<file path="src/hw/rtl/jfu_pkg.sv">
// ----------------------------------------------------------------------------
// jfu_pkg - shared types for the JSON field unescape core
// Channel payloads, result status codes and the queue entry that carries one
// classified input byte from the front end to the back end.
// ----------------------------------------------------------------------------
package jfu_pkg;

  // Result status codes
  typedef enum logic [1:0] {
    ST_DATA     = 2'd0,
    ST_END      = 2'd1,
    ST_NOKEY    = 2'd2,
    ST_BADQUOTE = 2'd3
  } status_e;

  // Input channel payload
  typedef struct packed {
    logic [7:0] in_byte;
    logic       in_last;
  } in_item_t;

  // Output channel payload
  typedef struct packed {
    logic [7:0] out_byte;
    status_e    status;
    logic       is_last;
  } out_item_t;

  // One classified byte: up to three data bytes, then an optional closing
  // status result (always the last result of a document).
  typedef struct packed {
    logic [2:0][7:0] data;
    logic [1:0]      ndata;
    logic            fin_en;
    status_e         fin_st;
  } entry_t;

  // Queue occupancy flags
  typedef struct packed {
    logic empty;
    logic full;
  } fifo_stat_t;

endpackage

</file>
<file path="src/hw/rtl/jfu_stream_if.sv">
// ----------------------------------------------------------------------------
// jfu_stream_if - valid/ready stream channel
// Carries one payload per transaction; the payload type is set per instance.
// ----------------------------------------------------------------------------
interface jfu_stream_if #(
  parameter type payload_t = logic
) ();

  logic     valid;
  logic     ready;
  payload_t data;

  modport source (output valid, output data, input ready);
  modport sink   (input valid, input data, output ready);

endinterface

</file>
<file path="src/hw/rtl/jfu_front.sv">
// ----------------------------------------------------------------------------
// jfu_front - key search and value parser
// Accepts one document byte per cycle while the queue has room, tracks the parse
// phase and pushes the results that byte causes into the queue as one entry.
// ----------------------------------------------------------------------------
module jfu_front (
  input  logic                clk_i,
  input  logic                rst_ni,
  jfu_stream_if.sink          in_chan_i,
  input  jfu_pkg::fifo_stat_t fifo_stat_i,
  output logic                push_o,
  output jfu_pkg::entry_t     push_entry_o
);

  typedef enum logic [2:0] {
    PH_SEARCH = 3'd0,
    PH_QUOTE  = 3'd1,
    PH_VALUE  = 3'd2,
    PH_BSLASH = 3'd3,
    PH_ESCAPE = 3'd4,
    PH_DROP   = 3'd5
  } phase_e;

  typedef struct packed {
    logic [2:0][7:0] bytes;
    logic [1:0]      n;
  } utf8_t;

  typedef struct packed {
    logic       ok;
    logic [3:0] val;
  } hex_t;

  localparam int unsigned KeyLen = 11;
  localparam logic [7:0] ChQuote  = 8'h22;
  localparam logic [7:0] ChBslash = 8'h5C;
  localparam logic [7:0] ChU      = 8'h75;
  localparam logic [7:0] ChM      = 8'h4D;
  // "Message": followed by a space
  localparam logic [7:0] KeyText [KeyLen] = '{
    8'h22, 8'h4D, 8'h65, 8'h73, 8'h73, 8'h61, 8'h67, 8'h65, 8'h22, 8'h3A, 8'h20
  };

  function automatic hex_t hex_decode(input logic [7:0] b);
    hex_t r;
    r = '0;
    if (b inside {[8'h30:8'h39]}) begin
      r.ok  = 1'b1;
      r.val = b[3:0];
    end else if (b inside {[8'h41:8'h46], [8'h61:8'h66]}) begin
      r.ok  = 1'b1;
      r.val = b[3:0] + 4'd9;
    end
    return r;
  endfunction

  function automatic utf8_t utf8_encode(input logic [15:0] cp);
    utf8_t r;
    r = '0;
    if (cp <= 16'h007F) begin
      r.bytes[0] = cp[7:0];
      r.n        = 2'd1;
    end else if (cp <= 16'h07FF) begin
      r.bytes[0] = {3'b110, cp[10:6]};
      r.bytes[1] = {2'b10, cp[5:0]};
      r.n        = 2'd2;
    end else begin
      r.bytes[0] = {4'b1110, cp[15:12]};
      r.bytes[1] = {2'b10, cp[11:6]};
      r.bytes[2] = {2'b10, cp[5:0]};
      r.n        = 2'd3;
    end
    return r;
  endfunction

  phase_e      phase_q, phase_d;
  logic [3:0]  key_pos_q, key_pos_d;
  logic [2:0]  hex_cnt_q, hex_cnt_d;
  logic [15:0] cp_q, cp_d;
  logic        hex_stop_q, hex_stop_d;

  logic            acc;
  logic [7:0]      b;
  hex_t            hx;
  utf8_t           enc;
  jfu_pkg::entry_t ent;

  assign in_chan_i.ready = !fifo_stat_i.full;
  assign acc             = in_chan_i.valid && in_chan_i.ready;
  assign b               = in_chan_i.data.in_byte;
  assign hx              = hex_decode(b);

  // Next state and results of the accepted byte
  always_comb begin
    phase_d    = phase_q;
    key_pos_d  = key_pos_q;
    hex_cnt_d  = hex_cnt_q;
    cp_d       = cp_q;
    hex_stop_d = hex_stop_q;
    ent        = '0;
    ent.fin_st = jfu_pkg::ST_DATA;
    enc        = utf8_encode(cp_q);

    case (phase_q)
      PH_SEARCH: begin
        if (b == KeyText[key_pos_q]) begin
          key_pos_d = key_pos_q + 4'd1;
        end else if (key_pos_q == 4'd9 && b == ChM) begin
          key_pos_d = 4'd2;
        end else if (b == ChQuote) begin
          key_pos_d = 4'd1;
        end else begin
          key_pos_d = 4'd0;
        end
        if (key_pos_d == 4'(KeyLen)) begin
          key_pos_d = 4'd0;
          phase_d   = PH_QUOTE;
        end
      end
      PH_QUOTE: begin
        if (b == ChQuote) begin
          phase_d = PH_VALUE;
        end else begin
          ent.fin_en = 1'b1;
          ent.fin_st = jfu_pkg::ST_BADQUOTE;
          phase_d    = PH_DROP;
        end
      end
      PH_VALUE: begin
        if (b == ChQuote) begin
          ent.fin_en = 1'b1;
          ent.fin_st = jfu_pkg::ST_END;
          phase_d    = PH_DROP;
        end else if (b == ChBslash) begin
          phase_d = PH_BSLASH;
        end else begin
          ent.data[0] = b;
          ent.ndata   = 2'd1;
        end
      end
      PH_BSLASH: begin
        if (b == ChU) begin
          phase_d    = PH_ESCAPE;
          hex_cnt_d  = 3'd0;
          cp_d       = 16'd0;
          hex_stop_d = 1'b0;
        end else if (b == ChBslash) begin
          ent.data[0] = ChBslash;
          ent.ndata   = 2'd1;
        end else if (b == ChQuote) begin
          // literal backslash, then the quote closes the value
          ent.data[0] = ChBslash;
          ent.ndata   = 2'd1;
          ent.fin_en  = 1'b1;
          ent.fin_st  = jfu_pkg::ST_END;
          phase_d     = PH_DROP;
        end else begin
          ent.data[0] = ChBslash;
          ent.data[1] = b;
          ent.ndata   = 2'd2;
          phase_d     = PH_VALUE;
        end
      end
      PH_ESCAPE: begin
        if (b == ChQuote) begin
          // flush digits collected so far, then close
          ent.data   = enc.bytes;
          ent.ndata  = enc.n;
          ent.fin_en = 1'b1;
          ent.fin_st = jfu_pkg::ST_END;
          phase_d    = PH_DROP;
        end else begin
          if (!hex_stop_q && hx.ok) begin
            cp_d = {cp_q[11:0], hx.val};
          end else begin
            hex_stop_d = 1'b1;
          end
          hex_cnt_d = hex_cnt_q + 3'd1;
          if (hex_cnt_d >= 3'd4) begin
            enc       = utf8_encode(cp_d);
            ent.data  = enc.bytes;
            ent.ndata = enc.n;
            phase_d   = PH_VALUE;
          end
        end
      end
      default: ;
    endcase

    // End of document: closing status unless already given, then full reset
    if (in_chan_i.data.in_last) begin
      if (phase_d != PH_DROP) begin
        ent.fin_en = 1'b1;
        ent.fin_st = (phase_d == PH_SEARCH) ? jfu_pkg::ST_NOKEY : jfu_pkg::ST_BADQUOTE;
      end
      phase_d    = PH_SEARCH;
      key_pos_d  = 4'd0;
      hex_cnt_d  = 3'd0;
      cp_d       = 16'd0;
      hex_stop_d = 1'b0;
    end
  end

  assign push_entry_o = ent;
  assign push_o       = acc && (ent.fin_en || ent.ndata != 2'd0);

  // Parse state
  always_ff @(posedge clk_i or negedge rst_ni) begin
    if (!rst_ni) begin
      phase_q    <= PH_SEARCH;
      key_pos_q  <= 4'd0;
      hex_cnt_q  <= 3'd0;
      cp_q       <= 16'd0;
      hex_stop_q <= 1'b0;
    end else if (acc) begin
      phase_q    <= phase_d;
      key_pos_q  <= key_pos_d;
      hex_cnt_q  <= hex_cnt_d;
      cp_q       <= cp_d;
      hex_stop_q <= hex_stop_d;
    end
  end

  // A final byte always leaves the parser back in key search
  assert property (@(posedge clk_i) disable iff (!rst_ni)
    acc && in_chan_i.data.in_last |=> phase_q == PH_SEARCH && key_pos_q == 4'd0)
    else $error("parser not returned to key search after final byte");

  // The key position never runs past the key text during search
  assert property (@(posedge clk_i) disable iff (!rst_ni)
    phase_q == PH_SEARCH |-> key_pos_q < 4'(KeyLen))
    else $error("key position out of range");

  // Nothing is emitted while waiting for the end of the document
  assert property (@(posedge clk_i) disable iff (!rst_ni)
    acc && phase_q == PH_DROP && !in_chan_i.data.in_last |-> !push_o)
    else $error("result emitted after the value ended");

endmodule

</file>
<file path="src/hw/rtl/jfu_queue.sv">
// ----------------------------------------------------------------------------
// jfu_queue - entry queue between parser and result serialiser
// Register-based FIFO; the head entry is visible while not empty.
// ----------------------------------------------------------------------------
module jfu_queue #(
  parameter int unsigned Depth = 4
) (
  input  logic                clk_i,
  input  logic                rst_ni,
  input  logic                push_i,
  input  jfu_pkg::entry_t     push_entry_i,
  input  logic                pop_i,
  output jfu_pkg::entry_t     head_o,
  output jfu_pkg::fifo_stat_t stat_o
);

  localparam int unsigned PtrW = (Depth > 1) ? $clog2(Depth) : 1;
  localparam int unsigned CntW = $clog2(Depth + 1);

  jfu_pkg::entry_t mem_q [Depth];
  logic [PtrW-1:0] wr_ptr_q, rd_ptr_q;
  logic [CntW-1:0] count_q;

  assign stat_o.empty = (count_q == '0);
  assign stat_o.full  = (count_q == CntW'(Depth));
  assign head_o       = mem_q[rd_ptr_q];

  // Pointers and fill count
  always_ff @(posedge clk_i or negedge rst_ni) begin
    if (!rst_ni) begin
      wr_ptr_q <= '0;
      rd_ptr_q <= '0;
      count_q  <= '0;
    end else begin
      if (push_i) begin
        wr_ptr_q <= (wr_ptr_q == PtrW'(Depth - 1)) ? '0 : wr_ptr_q + 1'b1;
      end
      if (pop_i) begin
        rd_ptr_q <= (rd_ptr_q == PtrW'(Depth - 1)) ? '0 : rd_ptr_q + 1'b1;
      end
      if (push_i && !pop_i) begin
        count_q <= count_q + 1'b1;
      end else if (pop_i && !push_i) begin
        count_q <= count_q - 1'b1;
      end
    end
  end

  // Entry storage
  always_ff @(posedge clk_i) begin
    if (push_i) begin
      mem_q[wr_ptr_q] <= push_entry_i;
    end
  end

  assert property (@(posedge clk_i) disable iff (!rst_ni) push_i |-> !stat_o.full)
    else $error("push into a full queue");

  assert property (@(posedge clk_i) disable iff (!rst_ni) pop_i |-> !stat_o.empty)
    else $error("pop from an empty queue");

endmodule

</file>
<file path="src/hw/rtl/jfu_back.sv">
// ----------------------------------------------------------------------------
// jfu_back - result serialiser
// Walks the head entry one result per cycle into the output register while the
// output is not stalled, and pops the entry with its last result.
// ----------------------------------------------------------------------------
module jfu_back (
  input  logic                clk_i,
  input  logic                rst_ni,
  input  jfu_pkg::entry_t     head_i,
  input  jfu_pkg::fifo_stat_t fifo_stat_i,
  output logic                pop_o,
  jfu_stream_if.source        out_chan_o
);

  logic [1:0]       idx_q, idx_d;
  logic             ovalid_q;
  jfu_pkg::out_item_t oitem_q, piece;
  logic             load, piece_final;
  logic [2:0]       total;

  assign total = {1'b0, head_i.ndata} + {2'b00, head_i.fin_en};
  assign load  = !fifo_stat_i.empty && (!ovalid_q || out_chan_o.ready);

  // Select the current result of the head entry
  always_comb begin
    if (idx_q < head_i.ndata) begin
      piece.out_byte = head_i.data[idx_q];
      piece.status   = jfu_pkg::ST_DATA;
      piece.is_last  = 1'b0;
    end else begin
      piece.out_byte = 8'd0;
      piece.status   = head_i.fin_st;
      piece.is_last  = 1'b1;
    end
    piece_final = ({1'b0, idx_q} + 3'd1 == total);
    idx_d       = piece_final ? 2'd0 : idx_q + 2'd1;
  end

  assign pop_o            = load && piece_final;
  assign out_chan_o.valid = ovalid_q;
  assign out_chan_o.data  = oitem_q;

  // Control: position in entry and output valid
  always_ff @(posedge clk_i or negedge rst_ni) begin
    if (!rst_ni) begin
      idx_q    <= 2'd0;
      ovalid_q <= 1'b0;
    end else if (load) begin
      idx_q    <= idx_d;
      ovalid_q <= 1'b1;
    end else if (out_chan_o.ready) begin
      ovalid_q <= 1'b0;
    end
  end

  // Output payload register
  always_ff @(posedge clk_i) begin
    if (load) begin
      oitem_q <= piece;
    end
  end

  // Queued entries always carry at least one result
  assert property (@(posedge clk_i) disable iff (!rst_ni)
    !fifo_stat_i.empty |-> total != 3'd0)
    else $error("empty entry in queue");

  // Data results never close a document; status results always do
  assert property (@(posedge clk_i) disable iff (!rst_ni)
    ovalid_q |-> ((oitem_q.status == jfu_pkg::ST_DATA) == !oitem_q.is_last))
    else $error("status and last flag disagree");

endmodule

</file>
<file path="src/hw/rtl/json_field_unescape_utf8_core.sv">
// ----------------------------------------------------------------------------
// json_field_unescape_utf8_core - JSON "Message" field extractor
// Finds the "Message" key in a byte stream, decodes the quoted value with
// \u escapes turned into UTF-8 and reports how the value ended.
//
//   Channel     Dir  Payload                         Transaction
//   in_chan_i   in   in_byte[8], in_last             one document byte
//   out_chan_o  out  out_byte[8], status[2], is_last one result
//
// Input takes one byte per cycle while the queue has room.
// Each byte causes zero to four results; the output gives one result per
// cycle while the receiver is ready, so a byte's results hold the serialiser
// until all are out and the QueueDepth-entry queue absorbs the difference.
// A result passes through the queue entry and then the output register.
// Output stalls back-pressure the input only once the queue is full.
// Asynchronous active-low reset; no memory clearing pass.
// ----------------------------------------------------------------------------
module json_field_unescape_utf8_core #(
  parameter int unsigned QueueDepth = 4
) (
  input  logic         clk_i,
  input  logic         rst_ni,
  jfu_stream_if.sink   in_chan_i,
  jfu_stream_if.source out_chan_o
);

  jfu_pkg::entry_t     push_entry, head;
  jfu_pkg::fifo_stat_t fifo_stat;
  logic                push, pop;

  // Parser front end
  jfu_front u_front (
    .clk_i        (clk_i),
    .rst_ni       (rst_ni),
    .in_chan_i    (in_chan_i),
    .fifo_stat_i  (fifo_stat),
    .push_o       (push),
    .push_entry_o (push_entry)
  );

  // Decoupling queue
  jfu_queue #(
    .Depth (QueueDepth)
  ) u_queue (
    .clk_i        (clk_i),
    .rst_ni       (rst_ni),
    .push_i       (push),
    .push_entry_i (push_entry),
    .pop_i        (pop),
    .head_o       (head),
    .stat_o       (fifo_stat)
  );

  // Result serialiser
  jfu_back u_back (
    .clk_i       (clk_i),
    .rst_ni      (rst_ni),
    .head_i      (head),
    .fifo_stat_i (fifo_stat),
    .pop_o       (pop),
    .out_chan_o  (out_chan_o)
  );

endmodule

</file>
<file path="src/flat_wrapper.sv">
// flat-port wrapper written by rule: the top's interface ports become plain ports
module json_field_unescape_utf8_core_flat 
#(
  parameter int unsigned QueueDepth = 4
)
  (clk_i, rst_ni, in_chan_i_valid, in_chan_i_data, in_chan_i_ready, out_chan_o_valid, out_chan_o_data, out_chan_o_ready);
  jfu_stream_if #(.payload_t(jfu_pkg::in_item_t)) in_chan_i_i ();
  jfu_stream_if #(.payload_t(jfu_pkg::out_item_t)) out_chan_o_i ();
  input  logic clk_i;
  input  logic rst_ni;
  input wire logic [$bits(in_chan_i_i.valid)-1:0] in_chan_i_valid;
  input wire logic [$bits(in_chan_i_i.data)-1:0] in_chan_i_data;
  output wire logic [$bits(in_chan_i_i.ready)-1:0] in_chan_i_ready;
  output wire logic [$bits(out_chan_o_i.valid)-1:0] out_chan_o_valid;
  output wire logic [$bits(out_chan_o_i.data)-1:0] out_chan_o_data;
  input wire logic [$bits(out_chan_o_i.ready)-1:0] out_chan_o_ready;
  assign in_chan_i_i.valid = in_chan_i_valid;
  assign in_chan_i_i.data = in_chan_i_data;
  assign in_chan_i_ready = in_chan_i_i.ready;
  assign out_chan_o_valid = out_chan_o_i.valid;
  assign out_chan_o_data = out_chan_o_i.data;
  assign out_chan_o_i.ready = out_chan_o_ready;
  json_field_unescape_utf8_core #(.QueueDepth(QueueDepth)) u_core (.clk_i(clk_i), .rst_ni(rst_ni), .in_chan_i(in_chan_i_i), .out_chan_o(out_chan_o_i));
endmodule
</file>
<file path="config.mk">
export PLATFORM = sky130hd
export DESIGN_NAME = json_field_unescape_utf8_core_flat
export DESIGN_NICKNAME = d
export VERILOG_FILES = /design/src/hw/rtl/jfu_pkg.sv /design/src/hw/rtl/jfu_stream_if.sv /design/src/hw/rtl/jfu_front.sv /design/src/hw/rtl/jfu_queue.sv /design/src/hw/rtl/jfu_back.sv /design/src/hw/rtl/json_field_unescape_utf8_core.sv /design/src/flat_wrapper.sv
export SDC_FILE = /design/constraint.sdc
export NUM_CORES = 1
export LEC_CHECK = 0
export ABC_CLOCK_PERIOD_IN_PS = 3960
export BUFFER_PORTS_ARGS = -buffer_cell sky130_fd_sc_hd__buf_2
export CAP_MARGIN = 20
export CORE_AREA = 2 2 146 148
export DETAILED_ROUTE_END_ITERATION = 8
export DIE_AREA = 0 0 148 150
export GPL_TIMING_DRIVEN = 0
export PLACE_DENSITY_LB_ADDON = 0.08
export REMOVE_ABC_BUFFERS = 1
export SLEW_MARGIN = 20
export SYNTH_ARGS = -nofsm -noshare
export SYNTH_HDL_FRONTEND = slang
export SYNTH_SLANG_ARGS = --single-unit
</file>
<file path="constraint.sdc">
create_clock -name clk_i -period 3.96 [get_ports clk_i]
set_input_delay 0.792 -clock clk_i [delete_from_list [all_inputs] [get_ports clk_i]]
set_output_delay 0.792 -clock clk_i [all_outputs]
set_load 0.1 [all_outputs]
</file>
==> results of run 1 <==
power groups by stage:
stage	sequential (uW)	combinational (uW)	clock, uW
2_1_floorplan	2850	1090	0
3_3_place_gp	2520	1900	0
3_5_place_dp	2500	2020	0
4_1_cts	2460	2030	1600
5_1_grt	2470	2250	1670
6_report	2420	2070	1570
cell families after synthesis:
kind of cell	count (synthesis)
XOR/XNOR	11
flip-flops	160
multiplexers	58
AND/OR/NAND/NOR	189
AO/OA/AOI/OAI	151
adder cells (fa/ha/maj)	20
buffers and inverters	64
timing repair:
| action | in CTS | in global routing |
|---|---|---|
| gates resized for setup | 1 | 5 |
| buffers inserted | 0 | 5 |
| endpoints found under the setup margin | 23 | 54 |
| cloned | 0 | 1 |
| hold buffers | 0 | 0 |
| pin swaps | 0 | 2 |
cell type report:
cell class,count,share of cell area (%)
Tap cell,275,3.730
Sequential cell,160,50.15
Multi-Input combinational cell,430,35.62
Inverter,26,1.058
Clock buffer,17,4.612
Clock inverter,15,1.465
Timing Repair Buffer,35,3.364
cell usage in the layout, fill, tap and decap left out, types with 7 or more instances in the layout:
master / n
a21o_1: 8
a21oi_1: 31
a22o_1: 11
and2_1: 8
buf_2: 25
clkbuf_16: 17
dfrtp_1: 34
edfxtp_1: 123
ha_1: 19
inv_1: 24
mux2i_1: 20
mux4_2: 28
nand2_1: 50
nand3_1: 17
nor2_1: 41
nor2b_1: 8
nor3_1: 20
nor4_1: 7
o21ai_0: 27
o21ai_1: 12
o22ai_1: 11
state kept, by name, summed over array words and instances (netlist names):
name                            count
u_core.u_front.hex_stop_q           1
u_core.u_queue.wr_ptr_q             2
u_core.u_front.cp_q                16
u_core.u_queue.mem_q              112
u_core.u_back.out_chan_o.valid      1
u_core.u_back.idx_q                 2
u_core.u_front.hex_cnt_q            3
u_core.u_queue.count_q              3
u_core.u_queue.rd_ptr_q             2
u_core.u_front.key_pos_q            4
u_core.u_front.phase_q              3
u_core.u_back.out_chan_o.data      11
critical path: stages (launching register included):
cell	delay (ns)
dfrtp_1	0.47
inv_1	0.09
ha_1	0.33
mux2_2	0.28
a21oi_1	0.15
o2111ai_1	0.22
nor4_1	0.55
o211ai_1	0.26
nand2_1	0.17
inv_1	0.06
ha_1	0.20
inv_1	0.08
fa_1	0.39
mux2_2	0.27
stage by stage:
| stage | util, % | hold slack (ns) | cell area [sq um] | worst slack (ns) |
|---|---|---|---|---|
| after floorplan | - | 0.4636 | 7960 | -0.06275 |
| after global placement | 40.74 | 0.4712 | 8429 | -0.9646 |
| after detailed placement | 41.42 | 0.4837 | 8569 | -0.6393 |
| after CTS | 44.15 | 0.5009 | 9134 | 0.009077 |
| after global routing | 44.58 | 0.5515 | 9224 | 0.005918 |
| final | 44.58 | 0.4884 | 9224 | 0.3132 |
layer usage:
layer | part of all wire (%) | GRT usage [%] | vias up
li1 | - | - | 2543
met5 | 0 | 0 | -
met2 | 48 | 31.37 | 178
met4 | 1.8 | 6.238 | 0
met1 | 45 | 25.07 | 2786
met3 | 5.3 | 3.933 | 35
path summary, 6_finish.rpt:
path	end	slack (ns)	cells past startpoint
worst min register to register	u_core.u_back.out_chan_o.valid	0.50	2
worst max register to register	u_core.u_queue.count_q[1]	0.31	13
min in group clk_i	u_core.u_back.out_chan_o.valid	0.50	2
max in group asynchronous	u_core.u_queue.rd_ptr_q[0]	2.81	1
worst min-delay path	u_core.u_front.key_pos_q[1]	0.49	1
worst max-delay path	u_core.u_queue.count_q[1]	0.31	13
==> results.json, run 1 <==
{
  "setup_violations": 0,
  "synth.most_common_cell": "edfxtp_1",
  "regArea_sq_um": 4626,
  "cp-start-kind": "flip-flop",
  "routed_wl_mm": 20.05,
  "hp-class": "input pin to asynchronous set/reset pin",
  "crit_required_ns": 4.27,
  "grt_pass1_wl_mm": 31.48,
  "synth-xor-area-share_pct": 1.184,
  "worst_pin_slew_ns": 0.9027,
  "cts_root_buf": "clkbuf_16",
  "area_delta_synth_final_pct": 13.40,
  "wl_per_cell_um": 20.93,
  "drt.antenna.violating_nets": 0,
  "fin_worst_skew_ns": 0.01115,
  "r2r_start": "u_core.u_front.key_pos_q[1]",
  "cts_max_level": 4,
  "vias": 5542,
  "insertedDiodeCount": 0,
  "powerDensity_nw_per_um2": 657.3,
  "yosys_warnings": 0,
  "cts_tree": "done",
  "synth_flop_cell": "edfxtp_1",
  "fin_cells": 958,
  "gp_congestion": 0.9449,
  "rsz0062_at_grt": "false",
  "first_pass_iters": 5,
  "worstPathMaxFanout": 7,
  "p_leak_uw": 0.003341,
  "layout-drive-gt1-share_pct": 17.72,
  "drc": 0,
  "multi_input_area_sq_um": 3286,
  "hpwl_mm": 13.33,
  "ys_types": 70,
  "synth_top_cell_by_area": "edfxtp_1",
  "cts_made_buffers": 17,
  "max-slew-margin-rel_pct": 39.82,
  "ctsLongestPathBuffers": 2,
  "netSwitchingPower_uw": 2266,
  "avgSynthCellArea_sq_um": 12.46,
  "peakVddDrop_mv": 0.2955,
  "synth.area.top_cells": "edfxtp_1 45%, dfrtp_1 11%, mux4_2 7.8%, ha_1 2.9%, mux2i_1 2.7%",
  "status": "completed",
  "clk_pin_slew_ns": 0.06,
  "dieArea_sq_um": 22200,
  "fin_crit_sh_pct": 92.09,
  "clkPwrFrac_pct": 26.0,
  "grt.overflow.total": 0,
  "synthCells": 653,
  "io_buffers": 25,
  "track_usage_pct": 18.95,
  "intPower_uw": 3797,
  "path_class": "flip-flop to flip-flop",
  "synth_area_sq_um": 8134,
  "grt_pass1_vias": 5470,
  "p_comb_share_pct": 34.1,
  "synth_compound_area_share_pct": 12.21,
  "synthSimpleGateAreaFrac_pct": 11.74,
  "nFillCells": 1947,
  "place_inst": 920,
  "muxShareOfSynthArea_pct": 11.57,
  "crit_start": "u_core.u_front.key_pos_q[1]",
  "cts.sinks": 160,
  "maxCapViolCount": 0,
  "start_util_pct": 39.31,
  "hold_viol": 0,
  "drtIter0Drc": 614,
  "drv_slew": 0,
  "synthArstFlopShare_pct": 23.13,
  "synthAdderAreaFrac_pct": 3.169,
  "end_kind": "flip-flop",
  "layout.nets": 703,
  "synth_top_family_by_area": "compound AO/OA/AOI/OAI gates",
  "grt_max_degree": 38,
  "num_rows": 53,
  "finalCriticalPeriod_ns": 3.647,
  "die_h_um": 150,
  "insertion_delay_ns": 0.43,
  "power_frac_seq_pct": 39.9,
  "yosysTopAreaCellShare_pct": 45.41,
  "arrival_ns": 3.96,
  "via_per_inst": 5.785,
  "ios": 26,
  "die_w_um": 148,
  "fmax_ghz": 0.2742,
  "p_total_uw": 6063,
  "seq_area_frac_synth_pct": 56.79,
  "finalSetupTns_ns": 0,
  "ys_seq_elements": 160,
  "antenna_found_initial": 0,
  "p_sw_share_pct": 37.37,
  "synth_edf_count": 123,
  "core_sq_um": 20690,
  "synthTopCellsByCount": "123 x edfxtp_1, 50 x nand2_1, 41 x nor2_1"
}
No activity file was read; power rests on OpenSTA's default activity.
==> run 2: changes to the inputs <==
Settings changed: CORE_AREA 2 2 146 148 to 2 2 168 129, DIE_AREA 0 0 148 150 to 0 0 170 131.
==> run 2 against run 1 <==
Worst hold slack lost 0.0014 ns. Clock skew grew 0.0092 ns. Cell count shrank 1.3%. First-iteration DRC count shrank 16%. Routed wire length grew 1.1%. Die area grew 0.32%. Largest cell class unchanged. Combinational power is essentially flat. Register-to-register slack lost 0.04 ns. Global-route usage grew 0.51 points. Final area is essentially flat.
==> results.json, run 2 (synthesis results as in run 1) <==
{
  "status": "completed",
  "hp-class": "flip-flop to flip-flop",
  "ctsLongestPathBuffers": 2,
  "fmax_ghz": 0.2712,
  "timing.final.ws_setup_ns": 0.2728,
  "layout_common_cells": "123 x edfxtp_1, 50 x nand2_1, 41 x nor2_1, 35 x dfrtp_1, 31 x a21oi_1",
  "critical_path.top_delay_family": "adder cells",
  "crit_top_cell": "inv_1",
  "powerDensity_nw_per_um2": 667.2,
  "dieArea_sq_um": 22270,
  "grt_max_degree": 38,
  "fin_worst_skew_ns": 0.02039,
  "crit_required_ns": 4.30,
  "drt.antenna.violating_nets": 0,
  "p_leak_uw": 0.003356,
  "clk_pin_slew_ns": 0.07,
  "path_class": "flip-flop to flip-flop",
  "hold_viol": 0,
  "slowest_stage": "dfrtp_1",
  "routed_wl_mm": 20.27,
  "reg2reg_slack_ns": 0.27,
  "peakVddDrop_mv": 0.3049,
  "core_sq_um": 20720,
  "end_kind": "flip-flop",
  "die_w_um": 170,
  "num_rows": 46,
  "track_usage_pct": 19.46,
  "via_per_inst": 5.804,
  "max-slew-margin-rel_pct": 33.01,
  "dp_slack_ns": -0.6871,
  "place_inst": 910,
  "antenna_found_initial": 0,
  "drtIter0Drc": 514,
  "nFillCells": 1901,
  "finalCriticalPeriod_ns": 3.687,
  "arrival_ns": 4.03,
  "largest_reg_flops": 112,
  "ios": 26,
  "cts_root_buf": "clkbuf_16",
  "top_register": "u_core.u_queue.mem_q",
  "final_common_cell": "edfxtp_1",
  "worstPathMaxFanout": 8,
  "setup_violations": 0,
  "fin_crit_sh_pct": 93.11,
  "worst_pin_slew_ns": 0.9957,
  "drc": 0,
  "grt.overflow.total": 0,
  "drv_slew": 0,
  "post-route-util_pct": 44.55,
  "cts.sinks": 160,
  "fin_cells": 946,
  "dpl_cell_area_sq_um": 8558,
  "vias": 5491,
  "cts_max_level": 4,
  "grt_pass1_wl_mm": 32.14,
  "area_delta_synth_final_pct": 13.47,
  "maxCapViolCount": 0,
  "cp_cell_sequence": "inv_1 > ha_1 > mux2_2 > and3_1 > o2111ai_1 > nor4_2 > o211ai_1 > nand2_1 > inv_1 > ha_1 > inv_1 > fa_1 > xor2_1 > nor2_1 > xor2_1",
  "stdcell_area_sq_um": 9230,
  "cp-start-kind": "flip-flop",
  "cts_made_buffers": 17,
  "holdBufCountCts": 0,
  "gp_congestion": 0.8699,
  "grt_pass1_vias": 5508,
  "layout-drive-gt1-share_pct": 17.60,
  "first_pass_iters": 5,
  "rsz0062_at_grt": "true",
  "die_h_um": 131,
  "layout.nets": 702,
  "insertion_delay_ns": 0.43,
  "hpwl_mm": 13.90,
  "insertedDiodeCount": 0,
  "critPathMaxStageDelay_ns": 0.50,
  "cts_tree": "done",
  "io_buffers": 25,
  "wl_per_cell_um": 21.43,
  "cp.buffers_inverters": 3,
  "start_util_pct": 39.26
}
## run 2: cell count changes in the layout (fill, tap and decap cells not counted), sizes merged
| cell | previous run | this run |
|---|---|---|
| bufinv | 1 | 2 |
| inv | 30 | 32 |
| clkinvlp | 4 | 2 |
| clkinv | 6 | 5 |
| buf | 35 | 34 |
## run 2: tightest hold or removal path, delay by kind of cell (launching register included)
family | cells | cell delay, ns
flip-flops | 1 | 0.36
AND/OR/NAND/NOR | 2 | 0.10
## run 2: per-layer routing
layer | global-route usage, % | wire [um] | up-vias
met4 | 4.927 | 225 | 0
met5 | 0 | 0 | -
li1 | - | - | 2531
met1 | 27.75 | 9985 | 2817
met3 | 4.217 | 820 | 17
met2 | 30.56 | 9241 | 126
## run 2: final timing paths
kind                       depth (start not counted)                            from                              to
setup / recovery                                  15     u_core.u_front.key_pos_q[0]       u_core.u_queue.count_q[2]
hold / removal                                     2  u_core.u_back.out_chan_o.valid  u_core.u_back.out_chan_o.valid
setup reg to reg                                  15     u_core.u_front.key_pos_q[0]       u_core.u_queue.count_q[2]
hold reg to reg                                    2  u_core.u_back.out_chan_o.valid  u_core.u_back.out_chan_o.valid
max in group asynchronous                          1                          rst_ni      u_core.u_queue.rd_ptr_q[0]
min in group asynchronous                          1                          rst_ni       u_core.u_front.hex_stop_q
## run 2: final cells by class
type                            instances  area, sq um  area share (%)
Sequential cell                       160         4624           50.10
Clock buffer                           17        425.4           4.609
Tap cell                              264        330.3           3.579
Timing Repair Buffer                   34        287.8           3.118
Inverter                               26        97.59           1.057
Clock inverter                         15        172.7           1.871
Multi-Input combinational cell        430         3292           35.66
## run 2: what timing repair did
action	CTS	global route
endpoints found under the setup margin	30	14
pin swaps	1	1
cloned	1	0
buffers inserted	0	3
gates resized for setup	1	6
## run 2: power by group
group / total, uW / switching [uW] / internal (uW)
Sequential: 2410 / 268 / 2140
Combinational: 2080 / 1300 / 777
Clock: 1660 / 716 / 949
Total: 6160 / 2290 / 3870
## run 2: through the flow
step | power [uW] | TNS, ns | hold slack [ns]
floorplan | 3937 | -0.06275 | 0.4636
global placement | 4438 | -143.81 | 0.4759
detailed placement | 4550 | -34.81 | 0.4780
CTS | 6222 | 0 | 0.4921
global route | 6489 | -0.03253 | 0.5353
finish | 6159 | 0 | 0.4870
